===== config.mk =====
export PLATFORM = sky130hd
export DESIGN_NAME = button_debounce_press_timer_unit
export DESIGN_NICKNAME = d
export VERILOG_FILES = /design/src/bdpt_pkg.sv /design/src/button_debounce_press_timer_unit.sv /design/src/bdpt_fsm.sv
export SDC_FILE = /design/constraint.sdc
export NUM_CORES = 1
export LEC_CHECK = 0
export BUFFER_PORTS_ARGS = -buffer_cell sky130_fd_sc_hd__buf_2
export CORE_MARGIN = 4
export CORE_UTILIZATION = 25
export DETAILED_ROUTE_END_ITERATION = 10
export RECOVER_POWER = 25
export SLEW_MARGIN = 30
export SYNTH_ARGS = -nofsm -noshare
export SYNTH_HDL_FRONTEND = slang
export SYNTH_HIERARCHICAL = 1
export SYNTH_SLANG_ARGS = --single-unit
export TNS_END_PERCENT = 50

===== constraint.sdc =====
create_clock -name clk -period 11.28 [get_ports clk]
set_input_delay 1.692 -clock clk [delete_from_list [all_inputs] [get_ports clk]]
set_output_delay 1.692 -clock clk [all_outputs]
set_load 0.05 [all_outputs]

===== src/bdpt_pkg.sv =====
// ----------------------------------------------------------------------------
// bdpt_pkg
// Shared types and constants for the button debounce and press timer.
// ----------------------------------------------------------------------------
`timescale 1ns / 1ps

package bdpt_pkg;

	localparam int TIME_WIDTH_DEF  = 32;
	localparam int COUNT_WIDTH_DEF = 8;

	localparam int DEBOUNCE_W = 8;
	localparam logic [DEBOUNCE_W-1:0] DEBOUNCE_RESET = 8'd40;

	typedef enum logic [1:0] {
		ST_UP      = 2'd0,
		ST_FALLING = 2'd1,
		ST_DOWN    = 2'd2,
		ST_RISING  = 2'd3
	} bdpt_state_t;

	typedef struct packed {
		logic debounced_down;
		logic press_event;
		logic release_event;
	} bdpt_flags_t;

endpackage


===== src/button_debounce_press_timer_unit.sv =====
// ----------------------------------------------------------------------------
// button_debounce_press_timer_unit
// Debounces an active-low button and times each press, one word per tick.
// A word accepted is registered in the input stage, processed by the state
// machine as it moves on to the result stage, and its result is shown from
// there until taken. One word per cycle while the result stage is not stalled.
// Reset: state up, counters, press time and duration cleared, threshold 40.
// ----------------------------------------------------------------------------
`timescale 1ns / 1ps

module button_debounce_press_timer_unit #(
	parameter int TIME_WIDTH  = bdpt_pkg::TIME_WIDTH_DEF,
	parameter int COUNT_WIDTH = bdpt_pkg::COUNT_WIDTH_DEF
) (
	input  logic                            clk,
	input  logic                            arst_n,
	input  logic                            cfg_wr_en,
	input  logic [bdpt_pkg::DEBOUNCE_W-1:0] cfg_wr_data,
	input  logic                            in_valid,
	output logic                            in_stall,
	input  logic                            pin_level,
	input  logic [TIME_WIDTH-1:0]           now_time,
	output logic                            out_valid,
	input  logic                            out_stall,
	output logic                            debounced_down,
	output logic                            press_event,
	output logic                            release_event,
	output logic [TIME_WIDTH-1:0]           press_duration
);
	import bdpt_pkg::*;

	logic [DEBOUNCE_W-1:0] threshold_q;
	logic                  valid_s1;
	logic                  pin_s1;
	logic [TIME_WIDTH-1:0] now_s1;
	logic                  valid_s2;
	bdpt_flags_t           flags_s2;
	logic [TIME_WIDTH-1:0] duration_s2;
	bdpt_flags_t           flags;
	logic [TIME_WIDTH-1:0] duration;
	logic                  adv_s2;
	logic                  in_take;

	assign adv_s2   = valid_s1 && (!valid_s2 || !out_stall);
	assign in_stall = valid_s1 && !adv_s2;
	assign in_take  = in_valid && !in_stall;

	always_ff @(posedge clk or negedge arst_n) begin
		if (!arst_n) begin
			threshold_q <= DEBOUNCE_RESET;
		end else if (cfg_wr_en) begin
			threshold_q <= cfg_wr_data;
		end
	end

	always_ff @(posedge clk or negedge arst_n) begin
		if (!arst_n) begin
			valid_s1 <= 1'b0;
			valid_s2 <= 1'b0;
		end else begin
			if (in_take) valid_s1 <= 1'b1;
			else if (adv_s2) valid_s1 <= 1'b0;
			if (adv_s2) valid_s2 <= 1'b1;
			else if (!out_stall) valid_s2 <= 1'b0;
		end
	end

	always_ff @(posedge clk) begin
		if (in_take) begin
			pin_s1 <= pin_level;
			now_s1 <= now_time;
		end
		if (adv_s2) begin
			flags_s2    <= flags;
			duration_s2 <= duration;
		end
	end

	bdpt_fsm #(
		.TIME_WIDTH  (TIME_WIDTH),
		.COUNT_WIDTH (COUNT_WIDTH)
	) u_fsm (
		.clk       (clk),
		.arst_n    (arst_n),
		.step_en   (adv_s2),
		.pin_level (pin_s1),
		.now_time  (now_s1),
		.threshold (threshold_q),
		.flags     (flags),
		.duration  (duration)
	);

	assign out_valid      = valid_s2;
	assign debounced_down = flags_s2.debounced_down;
	assign press_event    = flags_s2.press_event;
	assign release_event  = flags_s2.release_event;
	assign press_duration = duration_s2;

`ifndef SYNTHESIS
	a_s1_hold: assert property (@(posedge clk) disable iff (!arst_n)
		valid_s1 && in_stall |=> valid_s1 && $stable(now_s1) && $stable(pin_s1))
		else $error("input stage word lost while stalled");

	a_s2_hold: assert property (@(posedge clk) disable iff (!arst_n)
		valid_s2 && out_stall |=> valid_s2 && $stable(duration_s2) && $stable(flags_s2))
		else $error("result word changed while stalled");

	a_one_event: assert property (@(posedge clk) disable iff (!arst_n)
		valid_s2 |-> !(flags_s2.press_event && flags_s2.release_event))
		else $error("press and release in one word");
`endif

endmodule


===== src/bdpt_fsm.sv =====
// ----------------------------------------------------------------------------
// bdpt_fsm
// Debounce state machine with counters, press timestamp and duration.
// ----------------------------------------------------------------------------
`timescale 1ns / 1ps

module bdpt_fsm #(
	parameter int TIME_WIDTH  = bdpt_pkg::TIME_WIDTH_DEF,
	parameter int COUNT_WIDTH = bdpt_pkg::COUNT_WIDTH_DEF
) (
	input  logic                              clk,
	input  logic                              arst_n,
	input  logic                              step_en,
	input  logic                              pin_level,
	input  logic [TIME_WIDTH-1:0]             now_time,
	input  logic [bdpt_pkg::DEBOUNCE_W-1:0]   threshold,
	output bdpt_pkg::bdpt_flags_t             flags,
	output logic [TIME_WIDTH-1:0]             duration
);
	import bdpt_pkg::*;

	localparam int CMP_W = (COUNT_WIDTH > DEBOUNCE_W) ? COUNT_WIDTH : DEBOUNCE_W;

	bdpt_state_t            state_q, state_d;
	logic [COUNT_WIDTH-1:0] falling_q, falling_d;
	logic [COUNT_WIDTH-1:0] rising_q, rising_d;
	logic [TIME_WIDTH-1:0]  press_time_q, press_time_d;
	logic [TIME_WIDTH-1:0]  duration_q, duration_d;
	logic [TIME_WIDTH-1:0]  elapsed;
	logic                   fall_expired;
	logic                   rise_expired;

	assign fall_expired = CMP_W'(falling_q) >= CMP_W'(threshold);
	assign rise_expired = CMP_W'(rising_q) >= CMP_W'(threshold);
	assign elapsed      = now_time - press_time_q;

	always_ff @(posedge clk or negedge arst_n) begin
		if (!arst_n) begin
			state_q      <= ST_UP;
			falling_q    <= '0;
			rising_q     <= '0;
			press_time_q <= '0;
			duration_q   <= '0;
		end else if (step_en) begin
			state_q      <= state_d;
			falling_q    <= falling_d;
			rising_q     <= rising_d;
			press_time_q <= press_time_d;
			duration_q   <= duration_d;
		end
	end

	always_comb begin
		state_d             = state_q;
		falling_d           = falling_q;
		rising_d            = rising_q;
		press_time_d        = press_time_q;
		duration_d          = duration_q;
		flags.press_event   = 1'b0;
		flags.release_event = 1'b0;
		case (state_q)
			ST_UP: begin
				if (!pin_level) state_d = ST_FALLING;
			end
			ST_DOWN: begin
				if (pin_level) state_d = ST_RISING;
			end
			ST_FALLING: begin
				if (fall_expired) begin
					if (!pin_level) begin
						state_d           = ST_DOWN;
						press_time_d      = now_time;
						flags.press_event = 1'b1;
					end else begin
						state_d = ST_UP;
					end
					falling_d = COUNT_WIDTH'(1);
				end else begin
					falling_d = falling_q + 1'b1;
				end
			end
			ST_RISING: begin
				if (rise_expired) begin
					if (pin_level) begin
						state_d             = ST_UP;
						duration_d          = elapsed;
						flags.release_event = (elapsed != '0);
					end else begin
						state_d = ST_DOWN;
					end
					rising_d = COUNT_WIDTH'(1);
				end else begin
					rising_d = rising_q + 1'b1;
				end
			end
			default: begin
				state_d = state_q;
			end
		endcase
		flags.debounced_down = (state_d == ST_DOWN) || (state_d == ST_RISING);
	end

	assign duration = duration_d;

`ifndef SYNTHESIS
	a_up_exit: assert property (@(posedge clk) disable iff (!arst_n)
		step_en && state_q == ST_UP |=> state_q == ST_UP || state_q == ST_FALLING)
		else $error("illegal exit from up");

	a_down_exit: assert property (@(posedge clk) disable iff (!arst_n)
		step_en && state_q == ST_DOWN |=> state_q == ST_DOWN || state_q == ST_RISING)
		else $error("illegal exit from down");

	a_hold: assert property (@(posedge clk) disable iff (!arst_n)
		!step_en |=> $stable(state_q) && $stable(press_time_q) && $stable(duration_q))
		else $error("state changed without a word");
`endif

endmodule


======== After elaboration in Yosys (flattened, before gate mapping) ========
Cells that the tools add are included.
Widths: inputs -> output; s select.
word-level totals
  register bits after elaboration ......... 160
  bits of input ports ..................... 46
  output and inout bits ................... 37
  word-level logic and storage cells ...... 59
operators by class
  add/sub/neg operators ................... 3
  $lt $le $gt $ge ......................... 2
  eq/ne operators ......................... 6
  mux-type cells .......................... 16
  bitwise logic cells ..................... 1
  reductions and logical operators ........ 17
operators with widths
  operator             count
  $mux 32              3
  $reduce_bool 32->1   1
  $sub 32x32->32       1
  $add 8x1->8 const B  2
  $ge 8x8->1           2
  $mux 8               2
  $mux 2               5
  $eq 2x2->1 const B   4
  $pmux 2 s4           1
  $reduce_and 2->1     3
  $mux 1               5
  $logic_not 1->1      4
  $reduce_and 4->1     1
  $logic_and 1x1->1    3
  $reduce_and 3->1     1
  $eq 2x1->1 const B   1
  $logic_not 2->1      1
  $logic_or 1x1->1     2
  $ne 2x1->1 const B   1
  $reduce_bool 2->1    1
  $not 1->1            1

======== Depth between registers and ports, before layout ========
Gate-level depths: netlist of the first run.
  word-level depth ........................ 8
  gate-level depth with buffers ........... 14
  depth with buffers taken out ............ 13

======== Modules after synthesis ========
Netlist of the first run, hierarchy kept.
modules (own cells, without submodules)
  module                            instances  cells each  area an instance (µm²)  seq. area each (µm²)
  bdpt_fsm                          1          663         6085.8                  2052.0
  button_debounce_press_timer_unit  1          93          2462.4                  2294.7

======== Worst setup path before layout of the first run ========
OpenSTA, ideal clock, no wires.
  path kind ............................... in2reg
  from .................................... input out_stall
  to ...................................... register u_fsm.press_time_q[10]
  library setup time ...................... 0.125 ns
  arrival time ............................ 5.863 ns
  required time ........................... 11.155 ns
  setup slack ............................. 5.291 ns
  stages on the path ...................... 9
  cells stage by stage .................... a21boi_0 > clkbuf_1 > nand2_1 > nor2_1 > and2_4 > nor2b_1 > buf_2 > buf_6 > mux2_4
on the way
  word-level cells in the longest chain between the ends .. 4
RTL lines
  element                     RTL line                                RTL
  start: declaration          button_debounce_press_timer_unit.sv:24  input logic out_stall,
  $logic_not 1->1             n/a
  $logic_or 1x1->1            button_debounce_press_timer_unit.sv:44  assign adv_s2 = valid_s1 && (!valid_s2 || !out_stall);
  $logic_and 1x1->1           button_debounce_press_timer_unit.sv:44
  $reduce_and 4->1 (no line)  n/a
  end signal: assignment      bdpt_fsm.sv:48                          press_time_q <= press_time_d;
  end: declaration            bdpt_fsm.sv:27                          logic [TIME_WIDTH-1:0] press_time_q, press_time_d;
No other way between the ends.
A chain may end at the register's enable or synchronous reset.

======== Worst setup path in the final report of the first run ========
  from .................................... input out_stall
  to ...................................... register u_fsm.duration_q[26]
on the way
  word-level cells in the longest chain between the ends .. 3
RTL lines
  element                 RTL line                                RTL
  $logic_not 1->1         n/a
  $logic_or 1x1->1        button_debounce_press_timer_unit.sv:44
  $logic_and 1x1->1       button_debounce_press_timer_unit.sv:44
  net adv_s2              button_debounce_press_timer_unit.sv:41  logic adv_s2;
  end signal: assignment  bdpt_fsm.sv:49                          duration_q <= duration_d;
  end: declaration        bdpt_fsm.sv:28                          logic [TIME_WIDTH-1:0] duration_q, duration_d;
The timed path passes the listed nets, and every way through them passes these cells.

==> summary.txt, run 1 <==
syn_nets: 852
worst rel slew slack: -16.7%
Vias: 5615
FF+latch count, synth: 160
Layout area overhead: 16.3%
CTS buffer count: 17
placement row count: 67
postcts setup bufs: 0
final setup vio count: 0
worst hold slack: 483 ps
DRC Markers: 0
final WL: 18.4 mm
Worst Setup End Kind: flip-flop
HP Class: reg -> reg
Post-synth EDFFs: 68
Pins Over Slew Limit: 63
Leakage: 4.05 nW
DIE WIDTH: 193 µm
Peak Freq: 223 MHz
post-synthesis sequential area ratio: 50.8%
critical path required time: 11590 ps
post-layout net count: 930
fraction of layout cells with a size suffix above 1: 21.5%
failing checks: capacitance limit, slew limit
Least-Margin Pin Slew: 1750 ps
GRT overflow: 0
Worst Clk Skew: 9.65 ps
hpwl dp: 13.9 mm
vias in the first global route: 5688
first drt pass iteration count: 4
peak supply drop: 0.0000869 V
Final period util: 39.7%
crit-path cells: clkbuf_1 -> a21boi_0 -> buf_4 -> inv_1 -> or2_2 -> mux2_2
die height: 193 µm
final hold vios: 0
maximum capacitance violations: 2
hold_buf cts: 0
H-tree levels: 4
Worst-path clk slew: 60 ps
mean post-synth cell area: 11.3 µm²
largest delay contributor family on the critical path: buffers and inverters
startpoint types: input port
Critical Setup Path Class: in -> reg
Initial Util: 25.4%
worst stage delay on the critical path: 1060 ps
Diodes inserted: 0
Port Buf Inserts: 82
CP max-delay cell: a21boi_0
CORE AREA: 33600 µm²
clk root buf: clkbuf_16
Clock Latency Late Sink: 430 ps
CTS tree: done
Antenna Nets Post-Route: 0
initial antenna violation count: 0
CTS Buffer Depth: 2
FFs w/ async S/R, synth: 57.5%
predominant post-synthesis flop cell: dfrtp_1
RSZ-0062 raised after global routing: false
power density cells: 180 nW/µm²
CP arrival: 4790 ps
yosys warns: 6
minimum clock period: 4480 ps
# fillers: 3474
post-cts sizing count: 0
WL/cell: 14.2 µm
largest net degree at the start of global routing: 66
clock sink count: 160
crit path buf inv count: 3
gpl congestion: 0.806
Mapped Cells: 756
gr usage total: 10.2%
IO Pins: 83
peak fanout along the critical path: 61
vias per cell: 4.34
Mapped Area: 8550 µm²
Fin Setup TNS: 0 ps
first-pass GRT wire length: 30.2 mm
status: finished, violations left
Cell variety after synth: 62
total die area: 37200 µm²
Iter 0 DRT Violations: 302
-- kinds of logic (layout without fill, tap and decap cells) --
group | count (synthesis) | after routing | synth area share (%)
flip-flops | 160 | 160 | 50.8
multiplexers | 74 | 74 | 11.3
adder cells (fa/ha/maj) | 50 | 50 | 7.41
XOR/XNOR | 31 | 31 | 3.18
AO/OA/AOI/OAI | 153 | 153 | 11.5
buffers and inverters | 80 | 171 | 3.98
AND/OR/NAND/NOR | 208 | 208 | 11.7
-- path summary, 6_finish.rpt --
check	cells past startpoint	endpoint	from	slack, ps
worst max-delay path	6	u_fsm/duration_q[26]	out_stall	6800
worst min register to register	1	out_valid	valid_s1	480
min in group asynchronous	1	out_valid	arst_n	1690
max in group asynchronous	2	u_fsm/press_time_q[26]	arst_n	7980
worst min-delay path	1	out_valid	valid_s1	480
worst max register to register	13	u_fsm/press_time_q[31]	u_fsm/falling_q[0]	7670
-- cell usage in the layout, fill, tap and decap left out, types with 9 or more instances in the layout --
cell       synthesis  routed
dfrtp_1           90      90
edfxtp_1          68      68
nor2_1            66      66
buf_2              7      59
o21ai_0           53      54
inv_1             51      51
nand2_1           51      51
ha_1              49      49
mux2_2            35      35
a21oi_1           32      32
mux2_4            37      30
clkbuf_1          15      28
nand3_1           22      22
a21o_1            18      18
clkbuf_16          0      17
xnor2_1           16      16
xor2_1            15      15
nand2b_1          13      13
nor2b_1           11      10
and3_1             9       9
-- metal layers --
metal | global-route usage, % | vias up | wire, µm
li1 | - | 2842 | -
met1 | 14.8 | 2674 | 9700
met2 | 15.0 | 83 | 7780
met3 | 2.32 | 16 | 604
met4 | 3.70 | 0 | 311
met5 | 0 | - | 0
-- final cells by class --
cell class / count / area, µm² / area share (%)
clock buffers: 21 / 440 / 4.43
clock inverters: 11 / 141 / 1.42
inverters: 51 / 191 / 1.93
multi-input cells: 516 / 3840 / 38.6
flip-flops and latches: 160 / 4350 / 43.7
well taps: 448 / 561 / 5.64
repair buffers: 88 / 423 / 4.25
-- cell usage after synthesis, types with 2 or more instances --
library cell   n  area (µm²)
dfrtp_1       90        2250
nor2_1        66         248
edfxtp_1      68        2040
clkbuf_1      15        56.3
a21o_1        18         135
or2_2          7        43.8
xor2_1        15         131
and3_1         9        56.3
nand2_1       51         191
o21a_1         4        30.0
inv_1         51         191
o31ai_1        7        52.6
buf_2          7        35.0
a311oi_1       3        26.3
a211oi_1       3        22.5
mux2_4        37         556
a2111oi_0      2        17.5
xnor2_1       16         140
nor2b_1       11        68.8
o21ai_0       53         265
mux2_2        35         394
a31oi_1        6        37.5
o2111ai_1      4        35.0
dfstp_2        2        52.6
a31o_2         2        17.5
nand2b_1      13        81.3
a21oi_2        3        26.3
mux2i_1        2        20.0
o211ai_1       3        22.5
a221oi_1       2        17.5
nand3_1       22         110
and4_1         2        17.5
or3_1          2        12.5
a21oi_1       32         160
or4_1          3        22.5
buf_6          4        45.0
nand4_1        8        50.1
nor3_1         5        25.0
buf_1          2        7.51
ha_1          49         613
-- worst register-to-register path, stage by stage, from the launching register on --
cell and delay [ps]:
dfrtp_1 410, inv_1 60, ha_1 260, nand2b_1 90, a21o_1 110, a21o_1 100, a21o_1 110, a21o_1 120
a21oi_2 50, o21ai_0 830, and2_4 320, nor2b_4 130, buf_4 470, mux2_2 440
-- stage by stage --
stage               utilization, %  setup slack (ps)  power, mW  std cells  cell area (µm²)
finish                        29.6              6800       1.79       1295             9940
global route                  29.6              6510       1.90       1295             9940
CTS                           29.8              7340       1.82       1295            10000
detailed placement            28.1              7150       1.24       1263             9440
global placement              28.1              7200       1.23       1263             9440
floorplan                        -              5290       1.11        756             8550
-- state kept, by name (all words and copies together) (netlist names) --
register and cells:
u_fsm/duration_q 32, u_fsm/falling_q 8, threshold_q 8, u_fsm/press_time_q 32, press_duration 32, now_s1 32, pin_s1 1, u_fsm/rising_q 8
out_valid 1, u_fsm/state_q 2, valid_s1 1, press_event 1, release_event 1, debounced_down 1
-- power by group --
part,total (mW),internal [mW],switching [mW]
Clock,0.572,0.346,0.226
Sequential,0.777,0.719,0.0582
Combinational,0.440,0.165,0.276
Total,1.79,1.23,0.559
(Power assumes the default switching activity.)
==> run 2, diff against run 1 <==
==> constraint.sdc (replaced) <==
create_clock -name clk -period 4.64 [get_ports clk]
set_input_delay 0.696 -clock clk [delete_from_list [all_inputs] [get_ports clk]]
set_output_delay 0.696 -clock clk [all_outputs]
set_load 0.05 [all_outputs]
==> run 2 against run 1 <==
The run now ends clean. Power rose by 150%. Sequential power rose by 140%. Combinational power rose by 150%. Non-clock buffer count rose by 3. Global-route usage rose by 0.26 points. Clock skew barely moved. Clock power rose to 2.5 times the previous value. First-iteration DRC count rose by 32%. Register-to-register slack got worse by 6500 ps. Worst setup slack got worse by 5600 ps. Via count rose by 1.8%.
==> summary.txt, run 2 (same netlist as run 1, synthesis figures left out) <==
peak supply drop: 0.000256 V (+190%)
WL/cell: 14.8 µm (+4.4%)
worst stage delay on the critical path: 410 ps (-650 ps)
Initial Util: 25.4% (unchanged)
postcts setup bufs: 0 (unchanged)
CTS tree: done
largest net degree at the start of global routing: 65 (-1.5%)
hpwl dp: 14.4 mm (+3.5%)
Fin Setup TNS: 0 ps (unchanged)
hold_buf cts: 0 (unchanged)
area of the multi-input gates: 3880 µm² (+1.1%)
vias in the first global route: 5732 (+0.77%)
first drt pass iteration count: 4 (unchanged)
post-layout util: 29.9% (+0.31 points)
Diodes inserted: 0 (unchanged)
RSZ-0062 raised after global routing: false
H-tree levels: 4 (unchanged)
worst rel slew slack: 52.1% (+69 points)
power density cells: 440 nW/µm² (+140%)
post-cts sizing count: 0 (unchanged)
pre-CTS setup slack: 1200 ps (-5950 ps)
clock sink count: 160 (unchanged)
peak fanout along the critical path: 4 (-93%)
maximum capacitance violations: 0 (-2)
minimum clock period: 3480 ps
Least-Margin Pin Slew: 718 ps (-1030 ps)
Worst-path clk slew: 60 ps (about the same)
startpoint types: flip-flop
die height: 193 µm (unchanged)
commonest non-fill, non-tap cell in the layout: dfrtp_1
Pins Over Slew Limit: 0 (-100%)
status: completed
fraction of layout cells with a size suffix above 1: 23.6% (+2.2 points)
crit-path cells: inv_1 -> ha_1 -> fa_1 -> nand2b_1 -> a21oi_1 -> o2111ai_1 -> a31oi_1 -> nand3_1 -> and3_1 -> o41ai_2 -> xnor2_1 -> nor4b_1 -> a21oi_2
vias per cell: 4.40 (+1.6%)
total die area: 37200 µm² (unchanged)
critical path required time: 4810 ps (-6780 ps)
clk root buf: clkbuf_16
Port Buf Inserts: 82 (unchanged)
post-layout net count: 933 (+0.32%)
initial antenna violation count: 3 (+3)
HP Class: in -> async
Peak Freq: 287 MHz
CP max-delay cell: fa_1
IO Pins: 83 (unchanged)
Antenna Nets Post-Route: 0 (unchanged)
# fillers: 3449 (-0.72%)
gr usage total: 10.5% (+0.26 points)
first-pass GRT wire length: 30.7 mm (+1.7%)
placement row count: 67 (unchanged)
Worst Clk Skew: 9.64 ps (-0.00780 ps)
CTS buffer count: 17 (unchanged)
Clock Latency Late Sink: 430 ps (about the same)
CP arrival: 3650 ps (-1140 ps)
CTS Buffer Depth: 2 (unchanged)
most frequent cells in the layout: 90 x dfrtp_1, 68 x edfxtp_1, 66 x nor2_1, 63 x buf_2, 53 x o21ai_0
fin worst setup slack: 1160 ps (-5640 ps)
Leakage: 4.12 nW (+1.8%)
final setup vio count: 0 (unchanged)
Critical Setup Path Class: reg -> reg
GRT overflow: 0 (unchanged)
CORE AREA: 33600 µm² (unchanged)
final hold vios: 0 (unchanged)
DIE WIDTH: 193 µm (unchanged)
register cell area after layout: 4350 µm² (unchanged)
Iter 0 DRT Violations: 400 (+32%)
DRC Markers: 0 (unchanged)
Final period util: 75.0%
final WL: 19.3 mm (+4.7%)
Layout area overhead: 17.5%
Worst Setup End Kind: flip-flop
Vias: 5717 (+1.8%)
gpl congestion: 0.803 (-0.30%)
==> run 2: final cells by class <==
| cell class | instances | share of cell area, % |
|---|---|---|
| well taps | 448 | 5.58 |
| clock buffers | 20 | 4.45 |
| repair buffers | 91 | 4.60 |
| flip-flops and latches | 160 | 43.3 |
| inverters | 51 | 1.91 |
| clock inverters | 12 | 1.58 |
| multi-input cells | 516 | 38.6 |
==> run 2: final timing paths <==
kind | slack, ps | depth (start not counted) | endpoint | startpoint
worst max register to register | 1160 | 13 | release_event | now_s1[0]
min in group clk | 440 | 1 | now_s1[5] | now_time[5]
max in group asynchronous | 3510 | 2 | u_fsm/duration_q[10] | arst_n
worst max-delay path | 1160 | 13 | release_event | now_s1[0]
worst min-delay path | 260 | 1 | valid_s1 | arst_n
worst min register to register | 480 | 2 | u_fsm/duration_q[31] | u_fsm/duration_q[31]
==> run 2: per-stage QoR <==
stage | cell area (µm²) | instances | hold WS [ps] | total power [mW]
after floorplan | 8550 | 756 | 400 | 2.70
after CTS | 10100 | 1298 | 416 | 4.48
final | 10000 | 1298 | 257 | 4.42
after detailed placement | 9460 | 1266 | 471 | 3.01
after global placement | 9460 | 1266 | 454 | 2.98
after global routing | 10000 | 1298 | 303 | 4.68
==> run 2: critical path, delay by kind of cell (launching register included) <==
kind	cells	cell delay [ps]
buffers and inverters	1	50
DFF	1	340
AOI/OAI and AO/OA	5	1160
xor gates and xnor gates	1	200
and+or+nand+nor	4	810
adders and majority gates	2	650
==> run 2: per-layer routing <==
layer	global-route usage, %	vias to the layer above	part of all wire (%)
met5	0	-	0.23
met4	3.59	6	1.4
met3	2.71	22	3.8
met2	15.6	83	43
met1	14.9	2750	51
li1	-	2856	-
==> run 2: where the power goes <==
part / total, mW / switching (mW) / internal (mW)
clock network: 1.44 / 0.578 / 0.863
registers: 1.89 / 0.140 / 1.75
logic: 1.09 / 0.679 / 0.411
==> run 3, diff against run 2 <==
--- a/config.mk
+++ b/config.mk
@@ -5,6 +5,7 @@
 export SDC_FILE = /design/constraint.sdc
 export NUM_CORES = 1
 export LEC_CHECK = 0
+export ABC_AREA = 1
 export BUFFER_PORTS_ARGS = -buffer_cell sky130_fd_sc_hd__buf_2
 export CORE_MARGIN = 4
 export CORE_UTILIZATION = 25
==> constraint.sdc (replaced) <==
create_clock -name clk -period 3.3 [get_ports clk]
set_input_delay 0.495 -clock clk [delete_from_list [all_inputs] [get_ports clk]]
set_output_delay 0.495 -clock clk [all_outputs]
set_load 0.05 [all_outputs]
==> run 3 against run 2 <==
Flip-flop and latch count unchanged. Die area up 7.6%. Via count is 27% higher. Clock power rose by 36%. Sequential power grew 40%. Critical path depth decreased by 1. Critical path type unchanged. Critical endpoint is now u_fsm/press_time_q[20].
==> summary.txt, run 3 <==
status: completed
maximum capacitance violations: 0 (unchanged)
die height: 200 µm (+3.7%)
HP Class: in -> reg
Comb pwr share: 42.0% (+17 points)
Post-synth EDFFs: 68 (unchanged)
top-count cell post-synth: nand2_1
startpoint types: flip-flop
Layout Cells excl Fill: 1741 (+34%)
Cell variety after synth: 39 (-37%)
Clk pwr share: 24.7% (-7.9 points)
sw frac: 40.7% (+9.1 points)
H-tree levels: 4 (unchanged)
RSZ-0062 raised after global routing: false
ranking of synthesized cells by area: dfrtp_1 24%, edfxtp_1 22%, nand2_1 15%
fraction of layout cells with a size suffix above 1: 12.8% (-11 points)
Iter 0 DRT Violations: 513 (+28%)
critical path required time: 3610 ps (-1200 ps)
commonest non-fill, non-tap cell in the layout: nand2_1
Sequential Power Share: 33.4% (-9.3 points)
post-layout net count: 1356 (+45%)
FFs w/ async S/R, synth: 57.5% (unchanged)
Int Pwr: 4.71 mW (+56%)
vias in the first global route: 7144 (+25%)
Synth top area share: 24.4% (-1.9 points)
WL/cell: 12.9 µm (-13%)
vias per cell: 4.17 (-5.3%)
postcts setup bufs: 0 (unchanged)
Port Buf Inserts: 82 (unchanged)
Final period util: 78.6% (+3.6 points)
Hold Crit Depth: 1
hold_buf cts: 0 (unchanged)
clock sink count: 160 (unchanged)
Critical Setup Path Class: reg -> reg
largest net degree at the start of global routing: 92 (+42%)
peak supply drop: 0.000390 V (+52%)
area of the multi-input gates: 3900 µm² (+0.52%)
syn_nets: 1268 (+49%)
crit-path cells: inv_1 -> ha_1 -> nand2_1 -> nor2_1 -> nand4_1 -> nand3_2 -> nand2_1 -> inv_2 -> nand2_2 -> buf_12 -> nor2_1 -> a21oi_1
CTS buffer count: 17 (unchanged)
Worst-path clk slew: 70 ps (about the same)
post-synthesis sequential area ratio: 47.1% (-3.7 points)
DIE WIDTH: 200 µm (+3.7%)
total power: 7.94 mW (+80%)
Worst Clk Skew: 11.0 ps (+1.36 ps)
first drt pass iteration count: 5 (+1)
register cell area after layout: 4350 µm² (unchanged)
# fillers: 3894 (+13%)
DRC Markers: 0 (unchanged)
Pins Over Slew Limit: 0 (unchanged)
Layout area overhead: 17.0%
minimum clock period: 2590 ps (-887 ps)
CTS tree: done
worst rel slew slack: 8.65% (-43 points)
most frequent cells in the layout: 366 x nand2_1, 219 x inv_1, 102 x nor2_1, 90 x dfrtp_1
initial antenna violation count: 3 (unchanged)
placed insts: 1708 (+35%)
FF+latch count, synth: 160 (unchanged)
IO Pins: 83 (unchanged)
peak fanout along the critical path: 28 (+24)
clk root buf: clkbuf_16
Fin Setup TNS: 0 ps (unchanged)
gpl congestion: 0.903 (+12%)
CORE AREA: 36500 µm² (+8.6%)
Least-Margin Pin Slew: 1370 ps (+652 ps)
worst hold slack: 240 ps (-16.8 ps)
Net Sw Power: 3.23 mW (+130%)
Peak Freq: 385 MHz (+34%)
Initial Util: 25.3% (-0.17 points)
Mapped Area: 9230 µm² (+7.9%)
Synth area leader: dfrtp_1
final hold vios: 0 (unchanged)
Diodes inserted: 0 (unchanged)
predominant post-synthesis flop cell: dfrtp_1
Antenna Nets Post-Route: 0 (unchanged)
Mapped Cells: 1172 (+55%)
first-pass GRT wire length: 37.5 mm (+22%)
total die area: 40000 µm² (+7.6%)
placement row count: 70 (+4.5%)
power density cells: 735 nW/µm² (+67%)
Worst Setup End Kind: flip-flop
post-cts sizing count: 0 (unchanged)
worst stage delay on the critical path: 540 ps (+130 ps)
gr usage total: 11.4% (+0.94 points)
CP arrival: 2900 ps (-750 ps)
hpwl dp: 17.6 mm (+22%)
yosys warns: 6 (unchanged)
Vias: 7261 (+27%)
final WL: 22.4 mm (+16%)
final setup vio count: 0 (unchanged)
CP max-delay cell: dfstp_2
cell count of the worst reg-to-reg path: 12 (-1)
CTS Buffer Depth: 2 (unchanged)
Clock Latency Late Sink: 430 ps (about the same)
synth cell count leaders: 366 x nand2_1, 219 x inv_1, 102 x nor2_1, 90 x dfrtp_1, 68 x edfxtp_1
GRT overflow: 0 (unchanged)
mean post-synth cell area: 7.87 µm² (-30%)
Leakage: 5.48 nW (+33%)
==> run 3: per-layer routing <==
layer / routed length [µm] / track usage, %
met5: 35 / 0
met4: 204 / 2.80
met3: 1170 / 3.29
met2: 10100 / 17.8
met1: 10900 / 15.8
==> run 3: worst max-delay path: cells and delay by family, from the launching register on <==
| family | cells | cell delay [ps] |
|---|---|---|
| buf+inv | 3 | 530 |
| simple gates | 7 | 1030 |
| fa+ha+maj | 1 | 300 |
| flops | 1 | 540 |
| compound gates | 1 | 50 |
==> run 3: cell families after synthesis <==
kind of cell / count (synthesis) / synth area share, %
flops: 160 / 47.1
simple gates: 548 / 24.2
fa+ha+maj: 50 / 6.86
buf+inv: 248 / 10.7
xor+xnor: 19 / 1.80
mux: 1 / 0.122
compound gates: 146 / 9.17
==> run 3: layout make-up <==
class	count	area share (%)
sequential	160	40.3
multi-input combinational	764	36.1
inverter	226	7.86
tap	468	5.43
clock buffer	26	5.12
timing repair buffer	91	4.81
clock inverter	6	0.359
==> run 3: final timing paths <==
path | start | to | slack [ps]
worst max-delay path | threshold_q[5] | u_fsm/press_time_q[20] | 710
worst min-delay path | now_time[28] | now_s1[28] | 240
worst max register to register | threshold_q[5] | u_fsm/press_time_q[20] | 710
worst min register to register | u_fsm/duration_q[8] | u_fsm/duration_q[8] | 490
max in group asynchronous | arst_n | u_fsm/press_time_q[19] | 2030
min in group asynchronous | arst_n | u_fsm/falling_q[6] | 360
==> run 3: through the flow <==
stage | worst slack [ps] | utilization [%] | instance area (µm²)
3_3_place_gp | 764 | 27.9 | 10200
3_5_place_dp | 740 | 27.9 | 10200
2_1_floorplan | 188 | - | 9230
5_1_grt | 440 | 29.5 | 10800
6_report | 705 | 29.5 | 10800
4_1_cts | 709 | 29.5 | 10800
==> run 3: power groups by stage <==
stage	combinational, mW	sequential [mW]	clock (mW)
after detailed placement	3.32	2.69	0
after global placement	3.29	2.68	0
final	3.33	2.65	1.96
after CTS	3.33	2.65	2.03
after global routing	3.81	2.69	2.10
after floorplan	2.30	2.83	0
